File: src/design/mpd_pkg.sv
// ----------------------------------------------------------------------------
// mpd_pkg - shared types and codes of the multi-pin debouncer
// Holds the field widths, action and register codes, the packed input word
// and result layouts, and the per-pin command struct.
// ----------------------------------------------------------------------------
package mpd_pkg;

    localparam int ACT_W    = 2;
    localparam int IDX_W    = 3;
    localparam int PIN_W    = 8;
    localparam int TICKS_W  = 10;
    localparam int CFG_A_W  = 1;
    localparam int S_DATA_W = 16;
    localparam int M_DATA_W = 16;

    // action codes
    localparam logic [ACT_W-1:0] ACT_TICK = 2'd0;
    localparam logic [ACT_W-1:0] ACT_EDGE = 2'd1;
    localparam logic [ACT_W-1:0] ACT_ACK  = 2'd2;

    // configuration register indexes
    localparam logic [CFG_A_W-1:0] REG_DEBOUNCE_TICKS   = 1'b0;
    localparam logic [CFG_A_W-1:0] REG_ACTIVE_HIGH_MASK = 1'b1;

    localparam logic [TICKS_W-1:0] DEBOUNCE_TICKS_RST   = 10'd10;
    localparam logic [PIN_W-1:0]   ACTIVE_HIGH_MASK_RST = 8'hFF;

    // input word, action in the lowest bits
    typedef struct packed {
        logic [PIN_W-1:0] pin_levels;
        logic [IDX_W-1:0] pin_index;
        logic [ACT_W-1:0] action;
    } item_t;

    localparam int ITEM_W = $bits(item_t);

    // result word, active_mask in the lowest bits
    typedef struct packed {
        logic [PIN_W-1:0] press_mask;
        logic [PIN_W-1:0] active_mask;
    } result_t;

    // decoded command for one pin lane
    typedef struct packed {
        logic tick;
        logic edge_hit;
        logic ack_hit;
    } lane_cmd_t;

endpackage

File: src/design/multi_pin_debouncer.sv
// ----------------------------------------------------------------------------
// multi_pin_debouncer - edge triggered timed debouncer for several pins
// Input register, per-pin debounce lanes and a result register.
// ----------------------------------------------------------------------------
// Usage:
//   Slave channel s_*: one word per event - a tick carrying the raw level of
//   every pin, an edge seen on one pin, or an acknowledge of one pin's press.
//   Master channel m_*: exactly one word per input word, in order, holding
//   the debounced active mask and the sticky press mask after that event.
//   Config port cfg_*: write debounce_ticks (index 0) or active_high_mask
//   (index 1) while the block is idle; writes take effect at once.
// Timing:
//   A word is held in the input register, then in the result register,
//   where m_tvalid shows it. Throughput is one word per cycle while m_tready
//   is high: all pin lanes update in parallel in the single logic level
//   between the two registers.
// Reset:
//   aresetn low empties both registers and clears all timers and press flags;
//   stable levels read low, so active-low pins show active after reset.
//   Registers return to 10 ticks and all pins active high.
// Backpressure:
//   With m_tready low the result is held; one more word is still taken into
//   the input register, after which s_tready drops until the result leaves.
// ----------------------------------------------------------------------------
module multi_pin_debouncer
    import mpd_pkg::*;
#(
    parameter int NUM_PINS = 8
) (
    input  logic                aclk,
    input  logic                aresetn,
    // s_tdata: action[1:0], pin_index[4:2], pin_levels[12:5], zero pad
    input  logic                s_tvalid,
    output logic                s_tready,
    input  logic [S_DATA_W-1:0] s_tdata,
    // m_tdata: active_mask[7:0], press_mask[15:8]
    output logic                m_tvalid,
    input  logic                m_tready,
    output logic [M_DATA_W-1:0] m_tdata,
    input  logic                cfg_we,
    input  logic [CFG_A_W-1:0]  cfg_addr,
    input  logic [TICKS_W-1:0]  cfg_wdata
);

    // only the low eight pins can be addressed or seen
    localparam int LANES = (NUM_PINS < PIN_W) ? NUM_PINS : PIN_W;

    logic               item_valid;
    item_t              item;
    logic               move;
    logic               out_valid_reg, out_valid_next;
    result_t            res_reg, res_next;
    logic [TICKS_W-1:0] ticks_reg;
    logic [PIN_W-1:0]   ahm_reg;
    logic [PIN_W-1:0]   active_vec;
    logic [PIN_W-1:0]   press_vec;

    // ---- configuration registers ----
    always_ff @(posedge aclk) begin
        if (!aresetn) begin
            ticks_reg <= DEBOUNCE_TICKS_RST;
            ahm_reg   <= ACTIVE_HIGH_MASK_RST;
        end else if (cfg_we) begin
            case (cfg_addr)
                REG_DEBOUNCE_TICKS:   ticks_reg <= cfg_wdata;
                REG_ACTIVE_HIGH_MASK: ahm_reg   <= cfg_wdata[PIN_W-1:0];
                default: ;
            endcase
        end
    end

    // ---- input register ----
    mpd_in_stage u_in (
        .aclk       (aclk),
        .aresetn    (aresetn),
        .s_tvalid   (s_tvalid),
        .s_tready   (s_tready),
        .s_tdata    (s_tdata),
        .take       (move),
        .item_valid (item_valid),
        .item       (item)
    );

    // advance a held word whenever the result register is free or draining
    assign move = item_valid && (!out_valid_reg || m_tready);

    // ---- per-pin lanes ----
    for (genvar i = 0; i < PIN_W; i++) begin : g_pin
        if (i < LANES) begin : g_lane
            lane_cmd_t cmd;
            logic      stable_nx;
            logic      pressed_nx;

            assign cmd.tick     = (item.action == ACT_TICK);
            assign cmd.edge_hit = (item.action == ACT_EDGE) &&
                                  (item.pin_index == IDX_W'(i));
            assign cmd.ack_hit  = (item.action == ACT_ACK) &&
                                  (item.pin_index == IDX_W'(i));

            mpd_pin_lane u_lane (
                .aclk           (aclk),
                .aresetn        (aresetn),
                .en             (move),
                .cmd            (cmd),
                .level          (item.pin_levels[i]),
                .active_high    (ahm_reg[i]),
                .debounce_ticks (ticks_reg),
                .stable_nx      (stable_nx),
                .pressed_nx     (pressed_nx)
            );

            assign active_vec[i] = ~(stable_nx ^ ahm_reg[i]);
            assign press_vec[i]  = pressed_nx;
        end else begin : g_none
            // pin without a lane: never active, never pressed
            assign active_vec[i] = 1'b0;
            assign press_vec[i]  = 1'b0;
        end
    end

    // ---- result register ----
    always_comb begin
        res_next             = res_reg;
        res_next.active_mask = active_vec;
        res_next.press_mask  = press_vec;
    end

    assign out_valid_next = move || (out_valid_reg && !m_tready);

    always_ff @(posedge aclk) begin
        if (!aresetn) begin
            out_valid_reg <= 1'b0;
        end else begin
            out_valid_reg <= out_valid_next;
        end
    end

    always_ff @(posedge aclk) begin
        if (move) begin
            res_reg <= res_next;
        end
    end

    assign m_tvalid = out_valid_reg;
    assign m_tdata  = M_DATA_W'(res_reg);

`ifndef NO_ASSERTIONS
    // out of reset, both sides start empty
    a_reset_empty: assert property (@(posedge aclk) disable iff (!aresetn)
        $past(!aresetn) |-> (s_tready && !m_tvalid))
        else $error("block not empty after reset");

    // a held word reaches a free result register in the next cycle
    a_word_moves: assert property (@(posedge aclk) disable iff (!aresetn)
        (item_valid && !out_valid_reg) |=> out_valid_reg)
        else $error("held word did not advance");

    // an acknowledge clears that pin's press flag in its result
    a_ack_clears: assert property (@(posedge aclk) disable iff (!aresetn)
        (move && (item.action == ACT_ACK)) |=>
        !res_reg.press_mask[$past(item.pin_index)])
        else $error("acknowledged press still reported");

    // pins without a lane never show up in a result
    a_no_ghost_pins: assert property (@(posedge aclk) disable iff (!aresetn)
        m_tvalid |-> (((res_reg.press_mask | res_reg.active_mask) &
                       ~PIN_W'((64'd1 << LANES) - 64'd1)) == '0))
        else $error("result bit set for a pin without a lane");
`endif

endmodule

File: src/design/mpd_in_stage.sv
// ----------------------------------------------------------------------------
// mpd_in_stage - input word register
// Captures an accepted word and holds it until the update stage takes it.
// ----------------------------------------------------------------------------
module mpd_in_stage
    import mpd_pkg::*;
(
    input  logic                aclk,
    input  logic                aresetn,
    input  logic                s_tvalid,
    output logic                s_tready,
    input  logic [S_DATA_W-1:0] s_tdata,
    input  logic                take,
    output logic                item_valid,
    output item_t               item
);

    logic  valid_reg, valid_next;
    item_t item_reg;

    // accept when empty or when the held word leaves this cycle
    assign s_tready   = !valid_reg || take;
    assign valid_next = (s_tvalid && s_tready) || (valid_reg && !take);

    always_ff @(posedge aclk) begin
        if (!aresetn) begin
            valid_reg <= 1'b0;
        end else begin
            valid_reg <= valid_next;
        end
    end

    always_ff @(posedge aclk) begin
        if (s_tvalid && s_tready) begin
            item_reg <= item_t'(s_tdata[ITEM_W-1:0]);
        end
    end

    assign item_valid = valid_reg;
    assign item       = item_reg;

endmodule

File: src/design/mpd_pin_lane.sv
// ----------------------------------------------------------------------------
// mpd_pin_lane - debounce timer and state of one pin
// Holds busy flag, wait count, stable level and sticky press flag; gives the
// values after the current command.
// ----------------------------------------------------------------------------
module mpd_pin_lane
    import mpd_pkg::*;
(
    input  logic               aclk,
    input  logic               aresetn,
    input  logic               en,
    input  lane_cmd_t          cmd,
    input  logic               level,
    input  logic               active_high,
    input  logic [TICKS_W-1:0] debounce_ticks,
    output logic               stable_nx,
    output logic               pressed_nx
);

    logic               busy_reg, busy_next;
    logic [TICKS_W-1:0] count_reg, count_next;
    logic               stable_reg, stable_next;
    logic               pressed_reg, pressed_next;
    logic [TICKS_W-1:0] count_inc;
    logic               done;

    assign count_inc = count_reg + TICKS_W'(1);
    // zero time behaves as one tick; wrap of the count also ends the wait
    assign done      = (count_inc >= debounce_ticks) || (count_inc == '0);

    always_comb begin
        busy_next    = busy_reg;
        count_next   = count_reg;
        stable_next  = stable_reg;
        pressed_next = pressed_reg;
        if (cmd.tick && busy_reg) begin
            count_next = count_inc;
            if (done) begin
                if (stable_reg != level) begin
                    stable_next = level;
                    if (level == active_high) begin
                        pressed_next = 1'b1;
                    end
                end
                busy_next  = 1'b0;
                count_next = '0;
            end
        end
        // edge while busy is dropped, the timer keeps running
        if (cmd.edge_hit && !busy_reg) begin
            busy_next  = 1'b1;
            count_next = '0;
        end
        if (cmd.ack_hit) begin
            pressed_next = 1'b0;
        end
    end

    always_ff @(posedge aclk) begin
        if (!aresetn) begin
            busy_reg    <= 1'b0;
            count_reg   <= '0;
            stable_reg  <= 1'b0;
            pressed_reg <= 1'b0;
        end else if (en) begin
            busy_reg    <= busy_next;
            count_reg   <= count_next;
            stable_reg  <= stable_next;
            pressed_reg <= pressed_next;
        end
    end

    assign stable_nx  = stable_next;
    assign pressed_nx = pressed_next;

endmodule

File: config.mk
export PLATFORM = sky130hd
export DESIGN_NAME = multi_pin_debouncer
export DESIGN_NICKNAME = d
export VERILOG_FILES = /design/src/design/mpd_pkg.sv /design/src/design/multi_pin_debouncer.sv /design/src/design/mpd_in_stage.sv /design/src/design/mpd_pin_lane.sv
export SDC_FILE = /design/constraint.sdc
export NUM_CORES = 1
export LEC_CHECK = 0
export BUFFER_PORTS_ARGS = -buffer_cell sky130_fd_sc_hd__buf_2
export CAP_MARGIN = 20
export CORE_ASPECT_RATIO = 0.5
export CORE_MARGIN = 3
export CORE_UTILIZATION = 40
export DETAILED_ROUTE_END_ITERATION = 12
export GPL_TIMING_DRIVEN = 0
export SYNTH_ARGS = -nofsm -noshare
export SYNTH_HDL_FRONTEND = slang
export SYNTH_SLANG_ARGS = --single-unit
File: constraint.sdc
create_clock -name aclk -period 9.6 [get_ports aclk]
set_input_delay 1.44 -clock aclk [delete_from_list [all_inputs] [get_ports aclk]]
set_output_delay 1.44 -clock aclk [all_outputs]
set_load 0.1 [all_outputs]
==> results_dict.tcl, run 1 <==
set metrics [dict create \
    drive_above_1_share 0.09915 \
    fillCellCount 2371 \
    synth-seq-area-share 0.3335 \
    hold_violations 0 \
    antenna_found_initial 0 \
    clock.fmax_mhz 240.4 \
    areaGrowthSynthToFinish_pct 12.54 \
    cp.required_ps 9970 \
    clockRootBuffer "clkbuf_16" \
    setup_viol 0 \
    max_cap_viol_count 0 \
    holdCritPathClass "flip-flop to flip-flop" \
    ys_types 74 \
    synth_top_cell_area_share 0.2469 \
    holdWs_ps 456.3 \
    netlist_instances 1221 \
    drv_slew 0 \
    fin_util 0.4652 \
    grt_overflow 0 \
    fin_setup_tns_ps 0 \
    vias_per_cell 5.681 \
    route.vias.total 9299 \
    clk_latency_ps 440 \
    final.period_utilization 0.4332 \
    syn_area_um2 10050 \
    hold_buffers 0 \
    synth.most_common_cell "nand2_1" \
    p_per_area_nw_per_um2 132.6 \
    wire_per_inst_um 17.97 \
    synth_edf_count 29 \
    crit_chain "nand3_1 > nor3_1 > nand3_1 > and2_1 > or2_2 > ha_1 > and4_1 > a221oi_1 > nand4_1 > clkbuf_1 > or3b_2 > a21oi_1" \
    drtPass1Iterations 7 \
    cp_data_arrival_time_ps 4530 \
    synth_top_family_by_area "simple AND/OR/NAND/NOR gates" \
    syn_area_per_cell_um2 8.235 \
    rsz0062_at_grt "no" \
    crit_slowest_cell "nor3_1" \
    yosysTopAreaCell "dfxtp_1" \
    core_um2 24320 \
    io_buffers 46 \
    yosys.area_share.simple 0.2596 \
    clkTransAtPathRegs_ps 70 \
    syn_nets 1341 \
    peakVddDrop_uv 114.1 \
    rows 40 \
    crit_type "flip-flop to flip-flop" \
    largest_reg_flops 80 \
    grt_max_degree 17 \
    synth_compound_area_frac 0.1888 \
    synth-xor-area-share 0.05401 \
    timing.slew.headroom 0.3765 \
    cpMostUsedCell "nand3_1" \
    cts_resized 0 \
    multi_input_area_um2 6334 \
    synth_ff_type "dfxtp_1" \
    synthArstFlopShare 0 \
    ant_nets 0 \
    track_usage 0.2158 \
    critical_path.top_delay_family "simple AND/OR/NAND/NOR gates" \
    skew_ps 9.405 \
    leakage_uw 0.004654 \
    worst_pin_slew_ps 933.2 \
    ys_top_cells_by_area "dfxtp_1 (25%), ha_1 (11%), edfxtp_1 (8.7%)" \
    crit_buf_inv 1 \
    cp-start-kind "flip-flop" \
    grt_pass1_vias 8666 \
    synth_fa_ha_area_frac 0.1095 \
    clock_path_buffers 2 \
    ys_seq_elements 153 \
    end_kind "flip-flop" \
    htreeDepth 4 \
    synthTopCellsByCount "nand2_1 (179), dfxtp_1 (124), a21oi_1 (93)" \
    ios 50 \
    grt_pass1_wl_um 46170 \
    synth_mux_area_frac 0.01804 \
    cts_setup_buffers 0 \
    yosysWarnings 0 \
    dieArea_um2 27190 \
    initial_utilization 0.4134 \
    cts_sinks 153 \
    drcViolationCount 0 \
    routed_wl_um 29430 \
    detailed_place_hpwl_um 21360 \
    critPathMaxFanout 10 \
    place_congestion 0.8884 \
    cts_buffers 17 \
    power_uw 1500 \
    register_area_um2 3353 \
    cts_tree "built" \
    dieWidth_um 230.2 \
    die_y_um 118.1 \
    max_stage_delay_ps 540 \
    drt-initial-drc-count 609 \
    n_antenna_cell 0 \
    status "finished, final reports clean" \
    final_nets 1408 \
    layout_min_cycle_time_ps 4159 \
]
final timing paths:
path,from,end,slack (ps),depth (start not counted)
worst max-delay path,g_pin[5].g_lane.u_lane.count_reg[2]$_SDFFE_PN0P_,g_pin[5].g_lane.u_lane.count_reg[2]$_SDFFE_PN0P_,5440,12
worst min-delay path,ticks_reg[8]$_SDFFE_PN0P_,ticks_reg[8]$_SDFFE_PN0P_,460,2
worst max register to register,g_pin[5].g_lane.u_lane.count_reg[2]$_SDFFE_PN0P_,g_pin[5].g_lane.u_lane.count_reg[2]$_SDFFE_PN0P_,5440,12
worst min register to register,ticks_reg[8]$_SDFFE_PN0P_,ticks_reg[8]$_SDFFE_PN0P_,460,2
metrics by stage:
step	std cells	cell area, um2	worst slack [ps]
after floorplan	1221	10050	5933
after global placement	1603	10710	5571
after detailed placement	1605	10730	5494
after CTS	1637	11320	5473
after global routing	1637	11320	5208
final	1637	11320	5441
layer usage:
layer / GRT usage / vias up / share of wire
li1: - / 4603 / -
met1: 0.2938 / 4410 / 0.47
met2: 0.3366 / 245 / 0.44
met3: 0.05102 / 41 / 0.066
met4: 0.07193 / 0 / 0.023
met5: 0 / - / 0
tightest hold or removal path, stage by stage (launching register included):
cell and delay, ps:
dfxtp_1 310, nand2_1 50, a21oi_1 50
placed cells by master (no fill, tap or decap), types with 23 or more instances in the layout:
cell type  count
a21o_1        23
a21oi_1       93
buf_2         55
clkbuf_1      51
dfxtp_1      124
edfxtp_1      29
ha_1          88
inv_1         28
nand2_1      179
nand3_1       58
nand4_1       33
nor2_1        77
nor3_1        31
o21ai_0       55
xnor2_1       33
xor2_1        29
cells by family (layout without fill, tap and decap cells):
family,Yosys count,count (layout)
AND/OR/NAND/NOR,519,519
AO/OA/AOI/OAI,288,288
flip-flops,153,153
buffers and inverters,93,173
adder cells (fa/ha/maj),88,88
XOR/XNOR,62,62
multiplexers,18,18
area by class of cell:
class	count	area share
repair buffers	48	0.02211
clock buffers	18	0.03793
well taps	336	0.03715
flip-flops and latches	153	0.2963
plain buffers	65	0.02322
inverters	28	0.009288
multi-input cells	975	0.5597
clock inverters	14	0.01426
power by group:
group          internal (uW)  leakage, uW  switching [uW]  total, uW
clock                    389     0.000284             304        693
sequential               666      0.00128            10.4        677
combinational           33.4      0.00309            97.1        131
total                   1090      0.00465             411       1500
No activity file was read; power rests on OpenSTA's default activity.
==> run 2, diff against run 1 <==
ABC_AREA = 1   (was unset)
clock period = 4.1 ns   (was 9.6 ns; I/O delays follow)
==> results_dict.tcl, run 2 <==
set metrics [dict create \
    synth-seq-area-share 0.3341 \
    leakage_uw 0.005395 \
    max_cap_viol_count 0 \
    drv_slew 0 \
    crit_slowest_cell "dfxtp_1" \
    synth_compound_area_frac 0.1346 \
    ios 50 \
    yosys.area_share.simple 0.3175 \
    synthArstFlopShare 0 \
    final_nets 1683 \
    hold_buffers 0 \
    htreeDepth 4 \
    dieWidth_um 230.0 \
    cpMostUsedCell "nand2_1" \
    grt_max_degree 26 \
    clk_latency_ps 430 \
    cts_buffers 17 \
    syn_area_um2 10040 \
    clkTransAtPathRegs_ps 70 \
    yosysWarnings 0 \
    peakVddDrop_uv 198.7 \
    crit_chain "ha_1 > nand2_1 > nor2_2 > nand3_1 > xor2_1 > inv_1 > ha_1 > nand2_1 > nor2_1 > nand2_1 > o21ai_0 > nor2_1 > nand2_1 > nand2_1 > nand2_1 > nand2_1 > nand2_1 > nand2_1" \
    largest_reg_flops 80 \
    synth.most_common_cell "nand2_1" \
    final.period_utilization 0.7032 \
    status "finished, final reports clean" \
    areaGrowthSynthToFinish_pct 12.48 \
    layout_min_cycle_time_ps 2883 \
    route.vias.total 9624 \
    worst_pin_slew_ps 862.9 \
    cts_tree "built" \
    detailed_place_hpwl_um 20630 \
    antenna_found_initial 0 \
    core_um2 24320 \
    wire_per_inst_um 14.52 \
    grt_overflow 0 \
    drive_above_1_share 0.09581 \
    syn_area_per_cell_um2 6.700 \
    holdWs_ps 356.5 \
    synthTopCellsByCount "nand2_1 (488), inv_1 (213), a21oi_1 (162)" \
    layout_commonest_cell "nand2_1" \
    cts_setup_buffers 0 \
    synth_fa_ha_area_frac 0.1097 \
    initial_utilization 0.4127 \
    routed_wl_um 27770 \
    crit_buf_inv 1 \
    setup_viol 0 \
    drcViolationCount 0 \
    drtPass1Iterations 5 \
    yosysTopAreaCell "dfxtp_1" \
    cts_resized 0 \
    n_antenna_cell 0 \
    synth-xor-area-share 0.005111 \
    place_congestion 0.8544 \
    p_per_area_nw_per_um2 321.3 \
    layout_common_cells "nand2_1 (488), inv_1 (213), a21oi_1 (162)" \
    cts_sinks 153 \
    grt_pass1_wl_um 45930 \
    netlist_instances 1498 \
    syn_nets 1618 \
    timing.slew.headroom 0.4247 \
    io_buffers 46 \
    ant_nets 0 \
    synth_mux_area_frac 0 \
    clock_path_buffers 2 \
    rsz0062_at_grt "no" \
    grt_pass1_vias 9163 \
    synth_top_cell_area_share 0.2473 \
    max_stage_delay_ps 390 \
    cp-start-kind "flip-flop" \
    track_usage 0.2079 \
    vias_per_cell 5.033 \
    critPathMaxFanout 4 \
    fillCellCount 2469 \
    die_y_um 118.0 \
    ys_top_cells_by_area "dfxtp_1 (25%), nand2_1 (18%), ha_1 (11%)" \
    skew_ps 5.706 \
    multi_input_area_um2 5690 \
    fin_setup_tns_ps 0 \
    clock.fmax_mhz 346.9 \
    synth_edf_count 29 \
    drt-initial-drc-count 767 \
    register_area_um2 3353 \
    cp_data_arrival_time_ps 3060 \
    dieArea_um2 27140 \
    hold_violations 0 \
    synth_ff_type "dfxtp_1" \
    synth_top_family_by_area "simple AND/OR/NAND/NOR gates" \
    critical_path.top_delay_family "simple AND/OR/NAND/NOR gates" \
    holdCritPathClass "input port to flip-flop" \
    cp.required_ps 4280 \
    clockRootBuffer "clkbuf_16" \
    ys_seq_elements 153 \
    rows 40 \
    crit_type "flip-flop to flip-flop" \
    ys_types 36 \
    end_kind "flip-flop" \
]
[run 2: cell types whose count changed after synthesis, moves of 22 or more]
| cell | previous run | this run |
|---|---|---|
| nor3_1 | 31 | 9 |
| nand2_1 | 179 | 488 |
| a21o_1 | 23 | 0 |
| xnor2_1 | 33 | 0 |
| xor2_1 | 29 | 4 |
| a21oi_1 | 93 | 162 |
| clkbuf_1 | 50 | 17 |
| nand3_1 | 58 | 91 |
| inv_1 | 28 | 213 |
[run 2: final cells by class]
class,count,share of cell area
sequential,153,0.2970
multi-input combinational,1084,0.5040
clock inverter,13,0.01485
clock buffer,19,0.03835
inverter,234,0.07791
timing repair buffer,46,0.02039
buffer,27,0.01020
tap,336,0.03724
[run 2: cells by family (layout without fill, tap and decap cells)]
| family | count (synthesis) | in the layout |
|---|---|---|
| xor+xnor | 5 | 5 |
| compound gates | 251 | 251 |
| simple gates | 740 | 740 |
| flops | 153 | 153 |
| fa+ha+maj | 88 | 88 |
| buf+inv | 261 | 339 |
[run 2: through the flow]
step,instances,cell area (um2),setup WS [ps],util,power (uW)
detailed placement,1880,10690,1263,0.4395,2012
global placement,1880,10690,897.0,0.4394,2000
CTS,1912,11290,1233,0.4641,3652
global route,1912,11290,912.8,0.4641,3750
floorplan,1498,10040,1331,-,1887
finish,1912,11290,1217,0.4641,3627
[run 2: where the power goes]
part           internal, uW  switching (uW)  total (uW)
combinational          89.6             285         374
sequential             1580            28.3        1610
clock                   963             682        1650
total                  2630             995        3630
[run 2: final timing paths]
kind / startpoint / to / depth (start not counted) / slack, ps
hold / removal: s_tdata[4] / u_in.item[4]$_DFFE_PP_ / 1 / 360
setup reg to reg: g_pin[0].g_lane.u_lane.count_reg[0]$_SDFFE_PN0P_ / m_tdata[0]$_DFFE_PP_ / 18 / 1220
setup / recovery: g_pin[0].g_lane.u_lane.count_reg[0]$_SDFFE_PN0P_ / m_tdata[0]$_DFFE_PP_ / 18 / 1220
hold reg to reg: g_pin[6].g_lane.u_lane.busy_reg$_SDFFE_PN0P_ / g_pin[6].g_lane.u_lane.busy_reg$_SDFFE_PN0P_ / 2 / 460
[run 2: routing by layer]
metal,up-vias,global-route usage,routed length (um)
li1,4973,-,-
met1,4408,0.2757,13420
met2,204,0.3521,12870
met3,39,0.02950,1005
met4,0,0.06182,473
met5,-,0,0
